$ cat src/rtl/lcdm_pkg.sv
// lcdm_pkg: widths, constants and control structs shared by the
// lagged cross displacement mean block and its submodules
// no dependencies
package lcdm_pkg;

    localparam int MAX_SAMPLES = 64;
    localparam int ADDR_W      = $clog2(MAX_SAMPLES);
    localparam int CNT_W       = $clog2(MAX_SAMPLES + 1);

    localparam int SAMPLE_W    = 24;
    localparam int DIFF_W      = SAMPLE_W + 1;
    localparam int PROD_W      = 2 * DIFF_W;
    localparam int SUM_W       = 56;
    localparam int LAG_W       = 6;

    localparam int DIV_STEPS   = SUM_W;
    localparam int STEP_W      = $clog2(DIV_STEPS);
    localparam int DIVISOR_W   = CNT_W;

    localparam int S_TDATA_W   = 2 * SAMPLE_W;
    localparam int M_TDATA_W   = ((LAG_W + SUM_W + 7) / 8) * 8;
    localparam int M_PAD_W     = M_TDATA_W - LAG_W - SUM_W;

    typedef struct packed {
        logic clr;
        logic issue;
    } mac_ctl_t;

    typedef struct packed {
        logic busy;
        logic done;
    } div_stat_t;

endpackage

$ cat src/rtl/lcdm_div.sv
// lcdm_div: bit-serial signed divider, quotient truncated toward zero,
// one quotient bit per cycle
// depends on lcdm_pkg
module lcdm_div (
    input  logic                                  aclk,
    input  logic                                  aresetn,
    input  logic                                  start,
    input  logic signed [lcdm_pkg::SUM_W-1:0]     dividend,
    input  logic [lcdm_pkg::DIVISOR_W-1:0]        divisor,
    output logic signed [lcdm_pkg::SUM_W-1:0]     quotient,
    output lcdm_pkg::div_stat_t                   stat
);

    logic                                 busy_reg;
    logic                                 done_reg;
    logic                                 neg_reg;
    logic [lcdm_pkg::STEP_W-1:0]          step_reg;
    logic [lcdm_pkg::DIVISOR_W-1:0]       dvs_reg;
    logic [lcdm_pkg::DIVISOR_W-1:0]       rem_reg, rem_next;
    logic [lcdm_pkg::SUM_W-1:0]           quo_reg, quo_next;
    logic [lcdm_pkg::DIVISOR_W:0]         trial;
    logic                                 qbit;

    assign trial    = {rem_reg, quo_reg[lcdm_pkg::SUM_W-1]};
    assign qbit     = (trial >= {1'b0, dvs_reg});
    assign rem_next = qbit ? lcdm_pkg::DIVISOR_W'(trial - {1'b0, dvs_reg})
                           : trial[lcdm_pkg::DIVISOR_W-1:0];
    assign quo_next = {quo_reg[lcdm_pkg::SUM_W-2:0], qbit};

    always_ff @(posedge aclk) begin
        if (!aresetn) begin
            busy_reg <= 1'b0;
            done_reg <= 1'b0;
        end else begin
            done_reg <= 1'b0;
            if (start) begin
                busy_reg <= 1'b1;
            end else if (busy_reg && step_reg == '0) begin
                busy_reg <= 1'b0;
                done_reg <= 1'b1;
            end
        end
    end

    always_ff @(posedge aclk) begin
        if (start) begin
            neg_reg  <= dividend[lcdm_pkg::SUM_W-1];
            quo_reg  <= dividend[lcdm_pkg::SUM_W-1] ? -dividend : dividend;
            rem_reg  <= '0;
            dvs_reg  <= divisor;
            step_reg <= lcdm_pkg::STEP_W'(lcdm_pkg::DIV_STEPS - 1);
        end else if (busy_reg) begin
            quo_reg  <= quo_next;
            rem_reg  <= rem_next;
            step_reg <= step_reg - 1'b1;
        end
    end

    assign quotient  = neg_reg ? -$signed(quo_reg) : $signed(quo_reg);
    assign stat.busy = busy_reg;
    assign stat.done = done_reg;

endmodule

$ cat config.mk
export PLATFORM = sky130hd
export DESIGN_NAME = lcdm_div
export DESIGN_NICKNAME = d
export VERILOG_FILES = /design/src/rtl/lcdm_pkg.sv /design/src/rtl/lcdm_div.sv
export SDC_FILE = /design/constraint.sdc
export NUM_CORES = 1
export LEC_CHECK = 0
export BUFFER_PORTS_ARGS = -buffer_cell sky130_fd_sc_hd__buf_2
export CAP_MARGIN = 20
export CORE_MARGIN = 2
export CORE_UTILIZATION = 25
export CTS_CLUSTER_SIZE = 28
export DETAILED_ROUTE_END_ITERATION = 7
export GPL_TIMING_DRIVEN = 0
export PLACE_DENSITY = 0.41
export SYNTH_ARGS = -nofsm -noshare
export SYNTH_HDL_FRONTEND = slang
export SYNTH_SLANG_ARGS = --single-unit
$ cat constraint.sdc
create_clock -name aclk -period 2.8 [get_ports aclk]
set_input_delay 0.28 -clock aclk [delete_from_list [all_inputs] [get_ports aclk]]
set_output_delay 0.28 -clock aclk [all_outputs]
set_load 0.02 [all_outputs]
==> metrics.md <==
| Metric | Value |
|---|---|
| Critical Path RT | `2.52 ns` |
| # H-tree levels | `3` |
| Fin. Hold Viols | `0` |
| Slowest cell on crit path | `or4_4` |
| Startpoint Class | `register` |
| Max-cap violations | `0` |
| Die width | `167 µm` |
| Cells along the critical path | `or4_4 > or3_4 > or4_4 > buf_4 > or4_1 > nand3_2 > buf_6` |
| Leakage power | `3.54 nW` |
| Drt first pass iters | `5` |
| Total placed cells including tap cells | `1235` |
| Final Power | `4.55 mW` |
| Area grow syn2layout | `42.2%` |
| Clock buffer depth | `2` |
| R2r startpoint | `quo_reg[55]` |
| Async set or reset register ratio after synthesis | `0` |
| WHS Endpoint | `dvs_reg[4]` |
| Die Y | `167 µm` |
| Top cells by area, synth | `edfxtp_1 (29%), xnor2_1 (7.6%), dfxtp_1 (4.5%), nor2_1 (4.4%), or3_1 (3.7%)` |
| Status | `complete, but fails checks` |
| Violated checks | `negative setup slack` |
| Pwr Density | `481 nW/µm²` |
| Die Area | `27900 µm²` |
| Main flop type after synthesis | `edfxtp_1` |
| Most frequent cell after synthesis | `nor2_1` |
| Gr usage total | `0.198` |
| Final Cycle Share | `1.17` |
| Buf/Inv on CP | `2` |
| Slew Limit Fails | `0` |
| Area after DPL | `7850 µm²` |
| # nets final | `1048` |
| Unique masters post-synth | `67` |
| Max Fclk | `306 MHz` |
| Core box area | `26100 µm²` |
| Kind of critical path | `reg -> out` |
| Mapped Nets | `856` |
| CP dominant cell by count | `or4_4` |
| DP HPWL | `20100 µm` |
| Vias in the first global route | `6724` |
| CTS Root Cell | `clkbuf_16` |
| Via density | `5.41` |
| R2R cell count | `8` |
| Grt total ovfl | `0` |
| Worst hold start | `divisor[4]` |
| Synth area leader | `edfxtp_1` |
| Worst Max-Slew Pin Slew | `1.19 ns` |
| Top cells by count, synth | `nor2_1 (78), edfxtp_1 (64), xnor2_1 (58)` |
| Residual DRC | `0` |
| DR WL/cell | `21.7 µm` |
| CTS Buf Count | `9` |
| Largest net degree at the start of global routing | `31` |
| First DRT Iteration DRCs | `495` |
| Setup crit end kind | `output port` |
| Post-synth EDFFs | `64` |
| Synth Warn # | `0` |
| Worst-path fanout max | `4` |
| Routability cong. | `0.812` |
| First-pass GRT wire length | `42000 µm` |
| Final Core Density | `0.363` |
| Fin cells | `1314` |
| Slack of the critical path | `-0.469 ns` |
| Reg2reg setup slack | `0.14 ns` |
| Row cnt | `59` |
| Clk_skew | `0.0114 ns` |
| Max reg flops | `56` |
| Avg Cell Area, Syn | `8.54 µm²` |
| Hold depth | `1` |
| Synth top area share | `0.289` |
| Count of state elements after synthesis | `79` |
| Via count | `7108` |
| VDD IR-drop max | `0.000315 V` |
| Critical path's top delay family | `simple AND/OR/NAND/NOR gates` |
| CTS Sinks | `79` |
| CP arrival | `2.99 ns` |
| Initial antenna violation count | `5` |
| Hold-fix buffers, CTS | `0` |
| CTS tree | `built` |
| Initial core utilization | `0.255` |
| Synth Cell Area | `6640 µm²` |
| Worst relative slew slack | `0.209` |
| WHS | `0.101 ns` |
| Clock transition at path regs | `0.07 ns` |
| Minimum clock period | `3.27 ns` |
| Mapped Cells | `778` |
| Reg-to-reg endpoint | `rem_reg[2]` |
| Layout cells sized above 1 | `0.334` |
| # IOs | `124` |
| Worst skew pair latency | `0.36 ns` |
| RSZ-0062 raised after global routing | `true` |
| Min-delay worst type | `in -> reg` |
| Critical Path Max Stage Delay | `0.55 ns` |
| Fillers | `2738` |
| Remaining antenna violation count | `0` |
| DRT Wirelength | `28500 µm` |
| Design Area, Final | `9450 µm²` |
| Setup Viol. Count Final | `39` |
| Buffers added on ports | `121` |
| Sequential element share of the synthesized area | `0.334` |
==> timing repair <==
item                       4_1_cts  5_1_grt
buffers inserted                41       24
setup endpoints to repair       54       52
resized for setup              121       49
pin swaps                       37       37
gates cloned                     0        1
==> final cells by class <==
class	count	area (µm²)	share of cell area
clock buffer	9	225	0.0238
sequential	79	2220	0.235
antenna	4	10.0	0.00106
inverter	29	109	0.0115
timing repair buffer	187	1300	0.137
buffer	55	295	0.0312
clock inverter	7	120	0.0127
multi-input combinational	609	4750	0.503
tap	335	419	0.0444
==> how the worst max path moves through the flow <==
| stage | start | end | cells after the start |
|---|---|---|---|
| after CTS | quo_reg[22] | quotient[47] | 7 |
| final | quo_reg[21] | quotient[55] | 7 |
| after global routing | quo_reg[21] | quotient[55] | 7 |
| after floorplan | quo_reg[21] | quotient[47] | 7 |
| after detailed placement | quo_reg[8] | quotient[29] | 8 |
| after global placement | start | quo_reg[15] | 5 |
==> power breakdown <==
part           total (mW)  internal, mW  switching, mW
Clock                1.44         0.876          0.563
Sequential           1.58          1.42          0.154
Combinational        1.53         0.646          0.885
Total                4.55          2.95           1.60
==> routing by layer <==
metal / GRT usage / vias to the layer above / wire (µm)
li1: - / 3367 / -
met1: 0.280 / 3492 / 13200
met2: 0.317 / 216 / 13400
met3: 0.0266 / 29 / 1480
met4: 0.0502 / 4 / 460
met5: 0 / - / 24
==> metrics by stage <==
step                      TNS [ns]  setup slack, ns
after global routing        -12.94           -0.549
final                       -10.11           -0.469
after detailed placement    -18.66           -0.623
after CTS                   -11.11           -0.508
after floorplan             -0.195          -0.0257
after global placement      -87.62            -1.24
==> cells in the final DEF, fill, tap and decap left out, types with 26 or more instances in the layout <==
cell,instances
inv_1,27
nand2_1,49
nor2_1,78
clkbuf_1,37
buf_2,82
edfxtp_1,64
or3_1,32
a21oi_1,46
buf_4,97
xor2_1,26
xnor2_1,43
==> kinds of logic after synthesis <==
kind of cell    share of synthesized area
fa+ha+maj                          0.0237
flops                               0.334
xor+xnor                            0.111
simple gates                        0.269
compound gates                      0.199
mux                               0.00772
buf+inv                            0.0554
Power figures use the tool's default switching activity.
