`config.mk`:
```
export PLATFORM = sky130hd
export DESIGN_NAME = lcdm_store
export DESIGN_NICKNAME = d
export VERILOG_FILES = /design/src/rtl/lcdm_pkg.sv /design/src/rtl/lcdm_store.sv
export SDC_FILE = /design/constraint.sdc
export NUM_CORES = 2
export LEC_CHECK = 0
export BUFFER_PORTS_ARGS = -buffer_cell sky130_fd_sc_hd__buf_2
export CAP_MARGIN = 5
export CORE_MARGIN = 5
export CORE_UTILIZATION = 35
export DETAILED_ROUTE_END_ITERATION = 10
export GPL_TIMING_DRIVEN = 0
export PLACE_DENSITY = 0.53
export REMOVE_ABC_BUFFERS = 1
export SKIP_CTS_REPAIR_TIMING = 1
export SYNTH_ARGS = -nofsm -noshare
export SYNTH_HDL_FRONTEND = slang
export SYNTH_SLANG_ARGS = --single-unit
```
`constraint.sdc`:
```
create_clock -name aclk -period 7.3 [get_ports aclk]
set_input_delay 1.095 -clock aclk [delete_from_list [all_inputs] [get_ports aclk]]
set_output_delay 1.095 -clock aclk [all_outputs]
set_load 0.01 [all_outputs]
```
`src/rtl/lcdm_pkg.sv`:
```
// lcdm_pkg: widths, constants and control structs shared by the
// lagged cross displacement mean block and its submodules
// no dependencies
package lcdm_pkg;

    localparam int MAX_SAMPLES = 64;
    localparam int ADDR_W      = $clog2(MAX_SAMPLES);
    localparam int CNT_W       = $clog2(MAX_SAMPLES + 1);

    localparam int SAMPLE_W    = 24;
    localparam int DIFF_W      = SAMPLE_W + 1;
    localparam int PROD_W      = 2 * DIFF_W;
    localparam int SUM_W       = 56;
    localparam int LAG_W       = 6;

    localparam int DIV_STEPS   = SUM_W;
    localparam int STEP_W      = $clog2(DIV_STEPS);
    localparam int DIVISOR_W   = CNT_W;

    localparam int S_TDATA_W   = 2 * SAMPLE_W;
    localparam int M_TDATA_W   = ((LAG_W + SUM_W + 7) / 8) * 8;
    localparam int M_PAD_W     = M_TDATA_W - LAG_W - SUM_W;

    typedef struct packed {
        logic clr;
        logic issue;
    } mac_ctl_t;

    typedef struct packed {
        logic busy;
        logic done;
    } div_stat_t;

endpackage

```
`src/rtl/lcdm_store.sv`:
```
// lcdm_store: x and y sample memories, one write port and two
// registered read ports each
// depends on lcdm_pkg
module lcdm_store (
    input  logic                                  aclk,
    input  logic                                  wr_en,
    input  logic [lcdm_pkg::ADDR_W-1:0]           wr_addr,
    input  logic signed [lcdm_pkg::SAMPLE_W-1:0]  wr_x,
    input  logic signed [lcdm_pkg::SAMPLE_W-1:0]  wr_y,
    input  logic [lcdm_pkg::ADDR_W-1:0]           rd_addr_a,
    input  logic [lcdm_pkg::ADDR_W-1:0]           rd_addr_b,
    output logic signed [lcdm_pkg::SAMPLE_W-1:0]  x_a,
    output logic signed [lcdm_pkg::SAMPLE_W-1:0]  x_b,
    output logic signed [lcdm_pkg::SAMPLE_W-1:0]  y_a,
    output logic signed [lcdm_pkg::SAMPLE_W-1:0]  y_b
);

    logic signed [lcdm_pkg::SAMPLE_W-1:0] x_mem [lcdm_pkg::MAX_SAMPLES];
    logic signed [lcdm_pkg::SAMPLE_W-1:0] y_mem [lcdm_pkg::MAX_SAMPLES];

    always_ff @(posedge aclk) begin
        if (wr_en) begin
            x_mem[wr_addr] <= wr_x;
            y_mem[wr_addr] <= wr_y;
        end
    end

    always_ff @(posedge aclk) begin
        x_a <= x_mem[rd_addr_a];
        x_b <= x_mem[rd_addr_b];
        y_a <= y_mem[rd_addr_a];
        y_b <= y_mem[rd_addr_b];
    end

endmodule

```
==> results by group <==
Route
  – Vias: about 83000
  – Detail Route Antenna Nets: 0
  – Number of remaining DRC errors: 0
  – Routed vias/inst: approximately 6.4
  – DRT Pass-1 Iters: 6
  – Initial DRC count: between 10000 and 15000
  – WL/cell: 40.79 µm
  – Routed WL: around 520000 µm

STA
  – RSZ-0062 raised after global routing: false
  – Worst Tran Pin Value: 1.440 ns
  – Layout Skew: 0.04902 ns
  – FMAX: 0.1941 GHz
  – Slew margin rel.: 0.04018
  – Final setup viols: 0
  – Max Slew Vio Count: 0
  – Hold Vio Cnt, Final: 0
  – Final cycle utilization of the critical path: 0.7059
  – Clock period minus worst slack: 5.153 ns

Setup path
  – CP arrival: 5.87 ns
  – RR Endpoint: x_a[18]$_DFF_P_
  – Crit path capture: x_a[9]$_DFF_P_
  – Largest stage delay on the critical path: 0.95 ns
  – Worst R2R Path Depth: 5
  – CP Max Fanout: 92
  – Critical path origin: rd_addr_a[0]
  – Most frequent CP cell: buf_16
  – Critical path class: in -> reg
  – R2r setup slk: 4.76 ns
  – Worst Path Buf+Inv: 6
  – Crit. path cell count: 11
  – CP cell instances: buf_12, buf_16, buf_16, buf_16, buf_16, buf_16, mux2_2, o22ai_1, o31ai_1, o21ai_0, a311oi_1
  – Crit path capture type: flip-flop
  – CP required: between 8 and 9 ns
  – Startpoint Class: input pin
  – Crit path max-delay cell type: a311oi_1
  – Reg-to-Reg Start: x_mem[55][18]$_DFFE_PP_
  – Delay-heaviest family, CP: buffers and inverters

Synth
  – YS warnings: 0
  – Post-synth top area share: 0.6519
  – Mean Syn Cell Area: 20.77 µm²
  – Number of synthesized register bits: 3168
  – Most frequent cell after synthesis: edfxtp_1
  – Xor/xnor share of the synthesized area: 0
  – Largest family of logic cells by synthesized area: multiplexers
  – Post-synthesis compound-gate area fraction: 0.04466
  – Asr flop ratio synth: 0
  – Syn Inst Count: between 6000 and 7000
  – Post-synthesis sequential area ratio: 0.6655
  – Area leader, netlist: edfxtp_1
  – Post-synthesis adder-cell area fraction: 0
  – Synth Area in Simple Gates: 0.01976
  – Yosys cell types: 46
  – Multiplexer area fraction after synthesis: 0.2498
  – Cell Area, Synth: 141500 µm²
  – Ranking of synthesized cells by area: edfxtp_1 65%, mux4_2 24%, o22ai_1 1.4%
  – Main synth FF type: edfxtp_1
  – Top cells by count, synth: 3072 x edfxtp_1, 1510 x mux4_2, 308 x o22ai_1
  – Post-synth EDFFs: 3072

Clock tree
  – CTS tree: done
  – H-tree depth: 5
  – Later-pin clock latency in the skew report: 0.96 ns
  – Clock sinks: roughly 3200
  – CTS Buf Count: 345
  – Max Root-Sink Buffers: 4
  – Clk pin slew, worst setup/hold paths: around 0.060 ns
  – Root Driver: clkbuf_16

GRT
  – First-pass GRT wire length: 709100 µm
  – Total grt overflow: 0
  – Antenna violations before repair: 59
  – Vias in the first global route: 83160
  – Largest net degree at the start of global routing: 95
  – Gr usage total: 0.2450

Power
  – Combinational share of power: 0.081
  – Sequential Power Share: 0.493
  – Cell Pwr Density: 247.9 nW/µm²
  – Switch Pwr: 9632 µW
  – Worst VDD drop: around 0.19 mV
  – Clock Power Share: 0.427
  – Net Sw Frac: 0.2345
  – Cell-internal power: 31450 µW
  – Lkg Pwr: 0.05063 µW

Final layout
  – Post-Route Utilization: 0.4113
  – Nets: 7160
  – Finished Cell Area: 165700 µm²
  – Synthesis-to-layout area growth: 17.11%
  – Layout cell share with drive strength beyond 1: 0.3629

Floorplan
  – Die area: 417100 µm²
  – Core footprint: just over 400000 µm²
  – I/O Pins: 164
  – Initial core utilization: 0.3512
  – Die Y: 645.8 µm
  – Row cnt: 233
  – Die X: 645.8 µm

Flow run
  – Max Cap Viol: 0

Min path
  – Hold Path Class: in -> reg

Place
  – Port buffer count: 163
  – GP Congestion: 0.7667
  – DP Area: 154300 µm²
  – Dpl hpwl: 336900 µm

Run status
  – Status: completed
[sequential cells by signal (all words and copies together) (netlist names)]
register	count
y_mem	1536
y_b	24
x_b	24
y_a	24
x_mem	1536
x_a	24
[power groups by stage]
stage,registers [µW],clock network [µW],logic (µW)
global placement,20600,0,4660
global route,20200,18500,3450
finish,20200,17500,3310
floorplan,20600,0,1360
detailed placement,20600,0,3310
CTS,20200,17800,3310
[worst reg2reg max path, delay by kind of cell (launching register included)]
kind | cells | cell delay, ns
AOI/OAI and AO/OA | 1 | 0.94
and+or+nand+nor | 3 | 0.63
muxes | 1 | 0.46
DFF | 1 | 0.38
[through the flow]
step | instances | setup WS (ns) | power [µW] | hold slack, ns | setup TNS, ns
2_1_floorplan | 6253 | 2.795 | 21990 | 0.7567 | 0
3_3_place_gp | 11820 | -29.32 | 25290 | 0.8992 | -9698.65
3_5_place_dp | 12150 | 0.8101 | 23930 | 0.9050 | 0
4_1_cts | 12780 | 1.836 | 41340 | 0.6226 | 0
5_1_grt | 12840 | 1.600 | 42250 | 0.6649 | 0
6_report | 12850 | 2.147 | 41080 | 0.6855 | 0
[kinds of logic after synthesis]
| logic type | count (synthesis) |
|---|---|
| flops | 3168 |
| mux | 1638 |
| simple gates | 554 |
| compound gates | 891 |
| buf+inv | 561 |
[final cells by class]
class | count | area (µm²)
tap | 5405 | 6763
clock inverter | 187 | 1849
antenna | 72 | 180.2
inverter | 2 | 12.51
timing repair buffer | 492 | 8212
multi-input combinational | 3083 | 45220
clock buffer | 444 | 9300
fill | 35300 | 237200
sequential | 3168 | 94170
[per-layer routing]
layer	global-route usage	vias to the layer above	wire length, µm
li1	-	30880	-
met2	0.3905	5522	249700
met1	0.3293	45080	200200
met4	0.09957	8	23940
met3	0.05093	1037	50360
met5	0	-	47
[worst min path at each step]
stage                                      start               to  depth (start not counted)
after CTS                           rd_addr_b[5]  y_b[11]$_DFF_P_                          2
after global placement    y_mem[58][7]$_DFFE_PP_   y_a[7]$_DFF_P_                          4
after detailed placement  y_mem[63][7]$_DFFE_PP_   y_a[7]$_DFF_P_                          4
final                               rd_addr_b[5]  y_b[11]$_DFF_P_                          2
after global routing                rd_addr_b[5]  y_b[11]$_DFF_P_                          2
after floorplan           y_mem[0][19]$_DFFE_PP_  y_b[19]$_DFF_P_                          3
[cell usage in the layout, fill, tap and decap left out, types with 104 or more instances in the layout]
| cell | Yosys | final |
|---|---|---|
| o22ai_1 | 308 | 308 |
| nand2_1 | 128 | 116 |
| a22oi_1 | 216 | 216 |
| buf_16 | 0 | 104 |
| mux4_2 | 1510 | 1510 |
| o221ai_1 | 124 | 124 |
| edfxtp_1 | 3072 | 3072 |
| clkbuf_16 | 0 | 349 |
| buf_12 | 0 | 217 |
| buf_2 | 176 | 152 |
Power figures use the tool's default switching activity.
