`config.mk`:
```
export PLATFORM = sky130hd
export DESIGN_NAME = lcdm_mac
export DESIGN_NICKNAME = d
export VERILOG_FILES = /design/src/rtl/lcdm_pkg.sv /design/src/rtl/lcdm_mac.sv
export SDC_FILE = /design/constraint.sdc
export NUM_CORES = 2
export LEC_CHECK = 0
export ABC_AREA = 0
export BUFFER_PORTS_ARGS = -buffer_cell sky130_fd_sc_hd__buf_2
export CAP_MARGIN = 40
export CORE_UTILIZATION = 68
export CTS_CLUSTER_SIZE = 28
export DETAILED_ROUTE_END_ITERATION = 8
export PLACE_DENSITY = 0.87
export RECOVER_POWER = 50
export SLEW_MARGIN = 5
export SYNTH_ARGS = -nofsm -noshare
export SYNTH_HDL_FRONTEND = slang
export SYNTH_SLANG_ARGS = --single-unit
```
`constraint.sdc`:
```
create_clock -name aclk -period 19.72 [get_ports aclk]
set_input_delay 0.986 -clock aclk [delete_from_list [all_inputs] [get_ports aclk]]
set_output_delay 0.986 -clock aclk [all_outputs]
set_load 0.05 [all_outputs]
```
`src/rtl/lcdm_pkg.sv`:
```
// lcdm_pkg: widths, constants and control structs shared by the
// lagged cross displacement mean block and its submodules
// no dependencies
package lcdm_pkg;

    localparam int MAX_SAMPLES = 64;
    localparam int ADDR_W      = $clog2(MAX_SAMPLES);
    localparam int CNT_W       = $clog2(MAX_SAMPLES + 1);

    localparam int SAMPLE_W    = 24;
    localparam int DIFF_W      = SAMPLE_W + 1;
    localparam int PROD_W      = 2 * DIFF_W;
    localparam int SUM_W       = 56;
    localparam int LAG_W       = 6;

    localparam int DIV_STEPS   = SUM_W;
    localparam int STEP_W      = $clog2(DIV_STEPS);
    localparam int DIVISOR_W   = CNT_W;

    localparam int S_TDATA_W   = 2 * SAMPLE_W;
    localparam int M_TDATA_W   = ((LAG_W + SUM_W + 7) / 8) * 8;
    localparam int M_PAD_W     = M_TDATA_W - LAG_W - SUM_W;

    typedef struct packed {
        logic clr;
        logic issue;
    } mac_ctl_t;

    typedef struct packed {
        logic busy;
        logic done;
    } div_stat_t;

endpackage

```
`src/rtl/lcdm_mac.sv`:
```
// lcdm_mac: difference, multiply and accumulate pipeline shared by all
// pairs of one lag
// depends on lcdm_pkg
module lcdm_mac (
    input  logic                                  aclk,
    input  logic                                  aresetn,
    input  lcdm_pkg::mac_ctl_t                    ctl,
    input  logic signed [lcdm_pkg::SAMPLE_W-1:0]  x_a,
    input  logic signed [lcdm_pkg::SAMPLE_W-1:0]  x_b,
    input  logic signed [lcdm_pkg::SAMPLE_W-1:0]  y_a,
    input  logic signed [lcdm_pkg::SAMPLE_W-1:0]  y_b,
    output logic signed [lcdm_pkg::SUM_W-1:0]     sum,
    output logic                                  busy
);

    logic                                 rd_vld_reg;
    logic                                 diff_vld_reg;
    logic                                 prod_vld_reg;
    logic signed [lcdm_pkg::DIFF_W-1:0]   dx_reg, dx_next;
    logic signed [lcdm_pkg::DIFF_W-1:0]   dy_reg, dy_next;
    logic signed [lcdm_pkg::PROD_W-1:0]   prod_reg, prod_next;
    logic signed [lcdm_pkg::SUM_W-1:0]    acc_reg, acc_next;

    assign dx_next   = $signed({x_b[lcdm_pkg::SAMPLE_W-1], x_b})
                     - $signed({x_a[lcdm_pkg::SAMPLE_W-1], x_a});
    assign dy_next   = $signed({y_b[lcdm_pkg::SAMPLE_W-1], y_b})
                     - $signed({y_a[lcdm_pkg::SAMPLE_W-1], y_a});
    assign prod_next = dx_reg * dy_reg;
    assign acc_next  = acc_reg + $signed({{(lcdm_pkg::SUM_W - lcdm_pkg::PROD_W)
                                           {prod_reg[lcdm_pkg::PROD_W-1]}}, prod_reg});

    always_ff @(posedge aclk) begin
        if (!aresetn) begin
            rd_vld_reg   <= 1'b0;
            diff_vld_reg <= 1'b0;
            prod_vld_reg <= 1'b0;
        end else begin
            rd_vld_reg   <= ctl.issue;
            diff_vld_reg <= rd_vld_reg;
            prod_vld_reg <= diff_vld_reg;
        end
    end

    always_ff @(posedge aclk) begin
        dx_reg   <= dx_next;
        dy_reg   <= dy_next;
        prod_reg <= prod_next;
        if (ctl.clr) begin
            acc_reg <= '0;
        end else if (prod_vld_reg) begin
            acc_reg <= acc_next;
        end
    end

    assign sum  = acc_reg;
    assign busy = rd_vld_reg | diff_vld_reg | prod_vld_reg;

endmodule

```
==> impl_summary.md <==
Outcome
The run finished, with violations left. The checks that failed: design-rule violations, max-capacitance violations, max-slew violations.

Detailed routing
The initial DRC count is between 2k and 2.5k. The detail route stage leaves a number of antenna-violating nets equal to 0. After detailed routing, the number of remaining DRC violations is 28. In the final routed layout, each cell accounts on average for 19.3 um. In the routed layout, each cell is associated on average with a via count of between 5 and 6. The number of search-and-repair iterations in the first detailed-routing pass is 8. The via total after detailed routing is around 25k.

For this block, the routed nets add up to approximately 83,000 um of wire.

Timing
Setup violations remaining at the end of the flow were counted as 0. Setup repair after global routing left no endpoint under its margin. The worst pin sits at a relative slew slack of -103%.

The slew at the pin closest to its max-slew limit is between 3 and 4 ns. The clock skew after layout is 0.0214 ns. The worst path needs about 8.5 ns of the cycle, external delays included. Of the available clock period, the critical path in the final layout requires a little over two fifths. The summed negative setup slack over all endpoints is 0 ns. The maximum frequency from static timing analysis is about 120 MHz. The number of hold violations in the final report is 0. The count of final max-slew check failures is 53.

Floorplan
The die is 220 um tall. 157 I/O pins were placed. The die covers roughly 48,000 sq um. The core area is approximately 47,000 sq um. From left edge to right edge, the die measures approximately 220 um.

The initial utilization of the core area, before any placement, comes to between 60 and 70%. The number of rows created at floorplan is just under 80.

Synth
The largest area contributor in the synthesized netlist is sky130_fd_sc_hd__fa_1. The synthesized instance count is roughly 3.6k. The main combinational cell family by area after synthesis is adder cells. After Yosys synthesis, and, or, nand and nor cells account for about 16% of the synthesized area. The adder-cell share of the synthesized area is between 50% and 60%. The average cell area after synthesis is 8.98 sq um. During synthesis, Yosys emitted a total of 0 warnings. Yosys attributes the largest share of cell area to sky130_fd_sc_hd__fa_1, sky130_fd_sc_hd__dfxtp_1, sky130_fd_sc_hd__ha_1. The area of the mapped netlist is about 32,000 sq um.

The post-synthesis share of cell area spent on xor and xnor gates is 3.31%. The number of flops mapped to enable cells by yosys is 0. Sequential cells were found to cover ~10% of the synthesized design area. The area fraction of the dominant cell type after synthesis is between 40% and 50%.

When the netlist entered floorplanning its net count stood at around 4.6k. After synthesis, the netlist uses 77 different library cells. The proportion of synthesized flip-flops having asynchronous set or reset is 0%.

The share of the synthesized area in compound gates (AO/OA/AOI/OAI) is a little under a tenth. After synthesis, the share of cell area in mux cells is less than 1%. By count the netlist is led by sky130_fd_sc_hd__inv_1, sky130_fd_sc_hd__fa_1, sky130_fd_sc_hd__nand2_1. The dominant register cell in the synthesized netlist is sky130_fd_sc_hd__dfxtp_1.

In the post-synthesis netlist, the cell with the most instances is sky130_fd_sc_hd__inv_1. The synthesized flop and latch total is about 160.

Worst setup path
The element type at the critical path start is a register. The category of the most critical setup path is register to register. The endpoint kind of the worst setup timing path is a register.

At the worst endpoint, the required time is 20.09 ns. The data arrival time at the worst-slack endpoint is a little under 9 ns. In this run the worst path has a maximum fanout of 25.

Clock tree
After clock tree synthesis, the clock-pin slew on the worst setup and hold paths is around 0.09 ns. The number of clock sinks is between 150 and 200. The TritonCTS clock tree is yes. In this run, post-CTS hold repair placed 0 buffers. The post-cts gate resize count is 0. The H-tree was split into 4 levels.

After clock tree synthesis, the setup repair step added 0 buffers. CTS placed an instance of sky130_fd_sc_hd__clkbuf_16 at the clock tree root. The clock reaches the later pin of the worst-skew pair after ~0.5 ns.

The number of buffers inserted during clock tree synthesis is 17. The worst-case clock buffer depth is 2.

Global route
The first global-routing pass estimated approximately 140,000 um of wire. The number of antenna violations at the first check in global routing is 0. Global routing finished with a remaining overflow of 0.

The number of global-route vias before repair came to 27.0k. Entering global routing, the biggest net connects 59 pins. For this run, the total global-route usage over all layers was measured as 36.5%.

Place
Detailed placement ended at an HPWL of about 66,000 um. The number of port buffers is around 160. The congestion estimate from routability-driven global placement came to approximately 0.95. Counting tap cells, the placed design contains a total of 4,270 instances.

Layout
The repair_antennas step left the layout with diodes totalling 0. The layout filler cell count is about 3.2k. The layout net count is around 4.7k. The area overhead of the layout relative to synthesis is 6.84%.

Of the cells placed in the final design, the portion with a size suffix greater than 1 is between 5 and 6%. Excluding fillers, the count of instances in the completed layout stands at between 4k and 5k. The share of the core filled with cells in the final layout is 73.9%. The register with the most flip-flops in the layout has 56 of them.

Hold path
The min-delay analysis places its worst path in the category register to register.

Flow run
The tool flagged a number of max-cap violations equal to 1.
[cell type report]
type	instances	area [sq um]	area share, %
clock buffers	18	439	1.27
clock inverters	14	221	0.642
inverters	764	2870	8.32
multi-input cells	2536	25700	74.6
flip-flops and latches	159	3180	9.23
well taps	607	759	2.20
repair buffers	205	1290	3.75
[layer usage]
metal	wire [um]	track usage, %	part of all wire, %	up-vias
li1	-	-	-	11200
met1	31700	47.1	38	12300
met2	37600	58.0	45	1617
met3	10500	11.1	13	356
met4	3430	14.1	4.1	0
met5	0	0	0	-
[stage by stage]
step | worst slack, ns | area (sq um) | hold slack [ns]
after global placement | 11.58 | 33500 | 0.436
after CTS | 11.31 | 34500 | 0.455
after floorplan | 12.21 | 32300 | 0.421
final | 11.27 | 34500 | 0.450
after detailed placement | 11.32 | 33900 | 0.437
after global routing | 10.88 | 34500 | 0.477
[logic make-up (layout without fill, tap and decap cells)]
group / count (synthesis) / count (layout)
AOI/OAI and AO/OA: 454 / 454
xor gates and xnor gates: 122 / 122
adders and majority gates: 905 / 905
buffers and inverters: 898 / 1001
DFF: 159 / 159
muxes: 26 / 26
and+or+nand+nor: 1029 / 1029
[placed cells by master (no fill, tap or decap), types with 22 or more instances in the layout]
cell	count
sky130_fd_sc_hd__dfxtp_1	159
sky130_fd_sc_hd__o21bai_1	22
sky130_fd_sc_hd__clkbuf_1	62
sky130_fd_sc_hd__o21ai_0	78
sky130_fd_sc_hd__nand2_1	391
sky130_fd_sc_hd__and2_1	313
sky130_fd_sc_hd__ha_1	244
sky130_fd_sc_hd__nand2b_1	22
sky130_fd_sc_hd__nor2_1	134
sky130_fd_sc_hd__buf_4	22
sky130_fd_sc_hd__a211oi_1	22
sky130_fd_sc_hd__inv_1	763
sky130_fd_sc_hd__xnor2_1	80
sky130_fd_sc_hd__nor3_1	33
sky130_fd_sc_hd__a21o_1	50
sky130_fd_sc_hd__nand3_1	38
sky130_fd_sc_hd__a21oi_1	136
sky130_fd_sc_hd__mux2i_1	25
sky130_fd_sc_hd__o21a_1	27
sky130_fd_sc_hd__xor2_1	42
sky130_fd_sc_hd__buf_2	97
sky130_fd_sc_hd__fa_1	661
[worst max-delay path: stages, from the launching register on]
cell	delay [ns]
sky130_fd_sc_hd__dfxtp_1	0.84
sky130_fd_sc_hd__nand2_1	0.21
sky130_fd_sc_hd__inv_1	0.17
sky130_fd_sc_hd__fa_1	0.55
sky130_fd_sc_hd__fa_1	0.51
sky130_fd_sc_hd__fa_1	1.03
sky130_fd_sc_hd__inv_1	0.34
sky130_fd_sc_hd__fa_1	0.57
sky130_fd_sc_hd__inv_1	0.06
sky130_fd_sc_hd__fa_1	0.54
sky130_fd_sc_hd__inv_1	0.05
sky130_fd_sc_hd__fa_1	0.47
sky130_fd_sc_hd__inv_1	0.04
sky130_fd_sc_hd__ha_1	0.34
sky130_fd_sc_hd__nand3_1	0.20
sky130_fd_sc_hd__o21ba_1	0.19
sky130_fd_sc_hd__a211o_1	0.25
sky130_fd_sc_hd__a31oi_1	0.18
sky130_fd_sc_hd__nor3b_2	0.26
sky130_fd_sc_hd__o21ai_2	0.12
sky130_fd_sc_hd__a221o_1	0.34
sky130_fd_sc_hd__a221o_1	0.38
sky130_fd_sc_hd__or4_1	0.51
sky130_fd_sc_hd__and4_1	0.18
[final timing paths]
kind | start | endpoint | slack [ns] | cells after the start
min | diff_vld_reg$_SDFF_PN0_ | prod_vld_reg$_SDFF_PN0_ | 0.45 | 1
max reg2reg | dx_reg[24]$_DFF_P_ | prod_reg[49]$_DFF_P_ | 11.27 | 23
max | dx_reg[24]$_DFF_P_ | prod_reg[49]$_DFF_P_ | 11.27 | 23
min reg2reg | diff_vld_reg$_SDFF_PN0_ | prod_vld_reg$_SDFF_PN0_ | 0.45 | 1
Power is left out: the tool's default activity adds up to more than one toggle a clock period on the data nets, which glitch-free logic cannot reach.
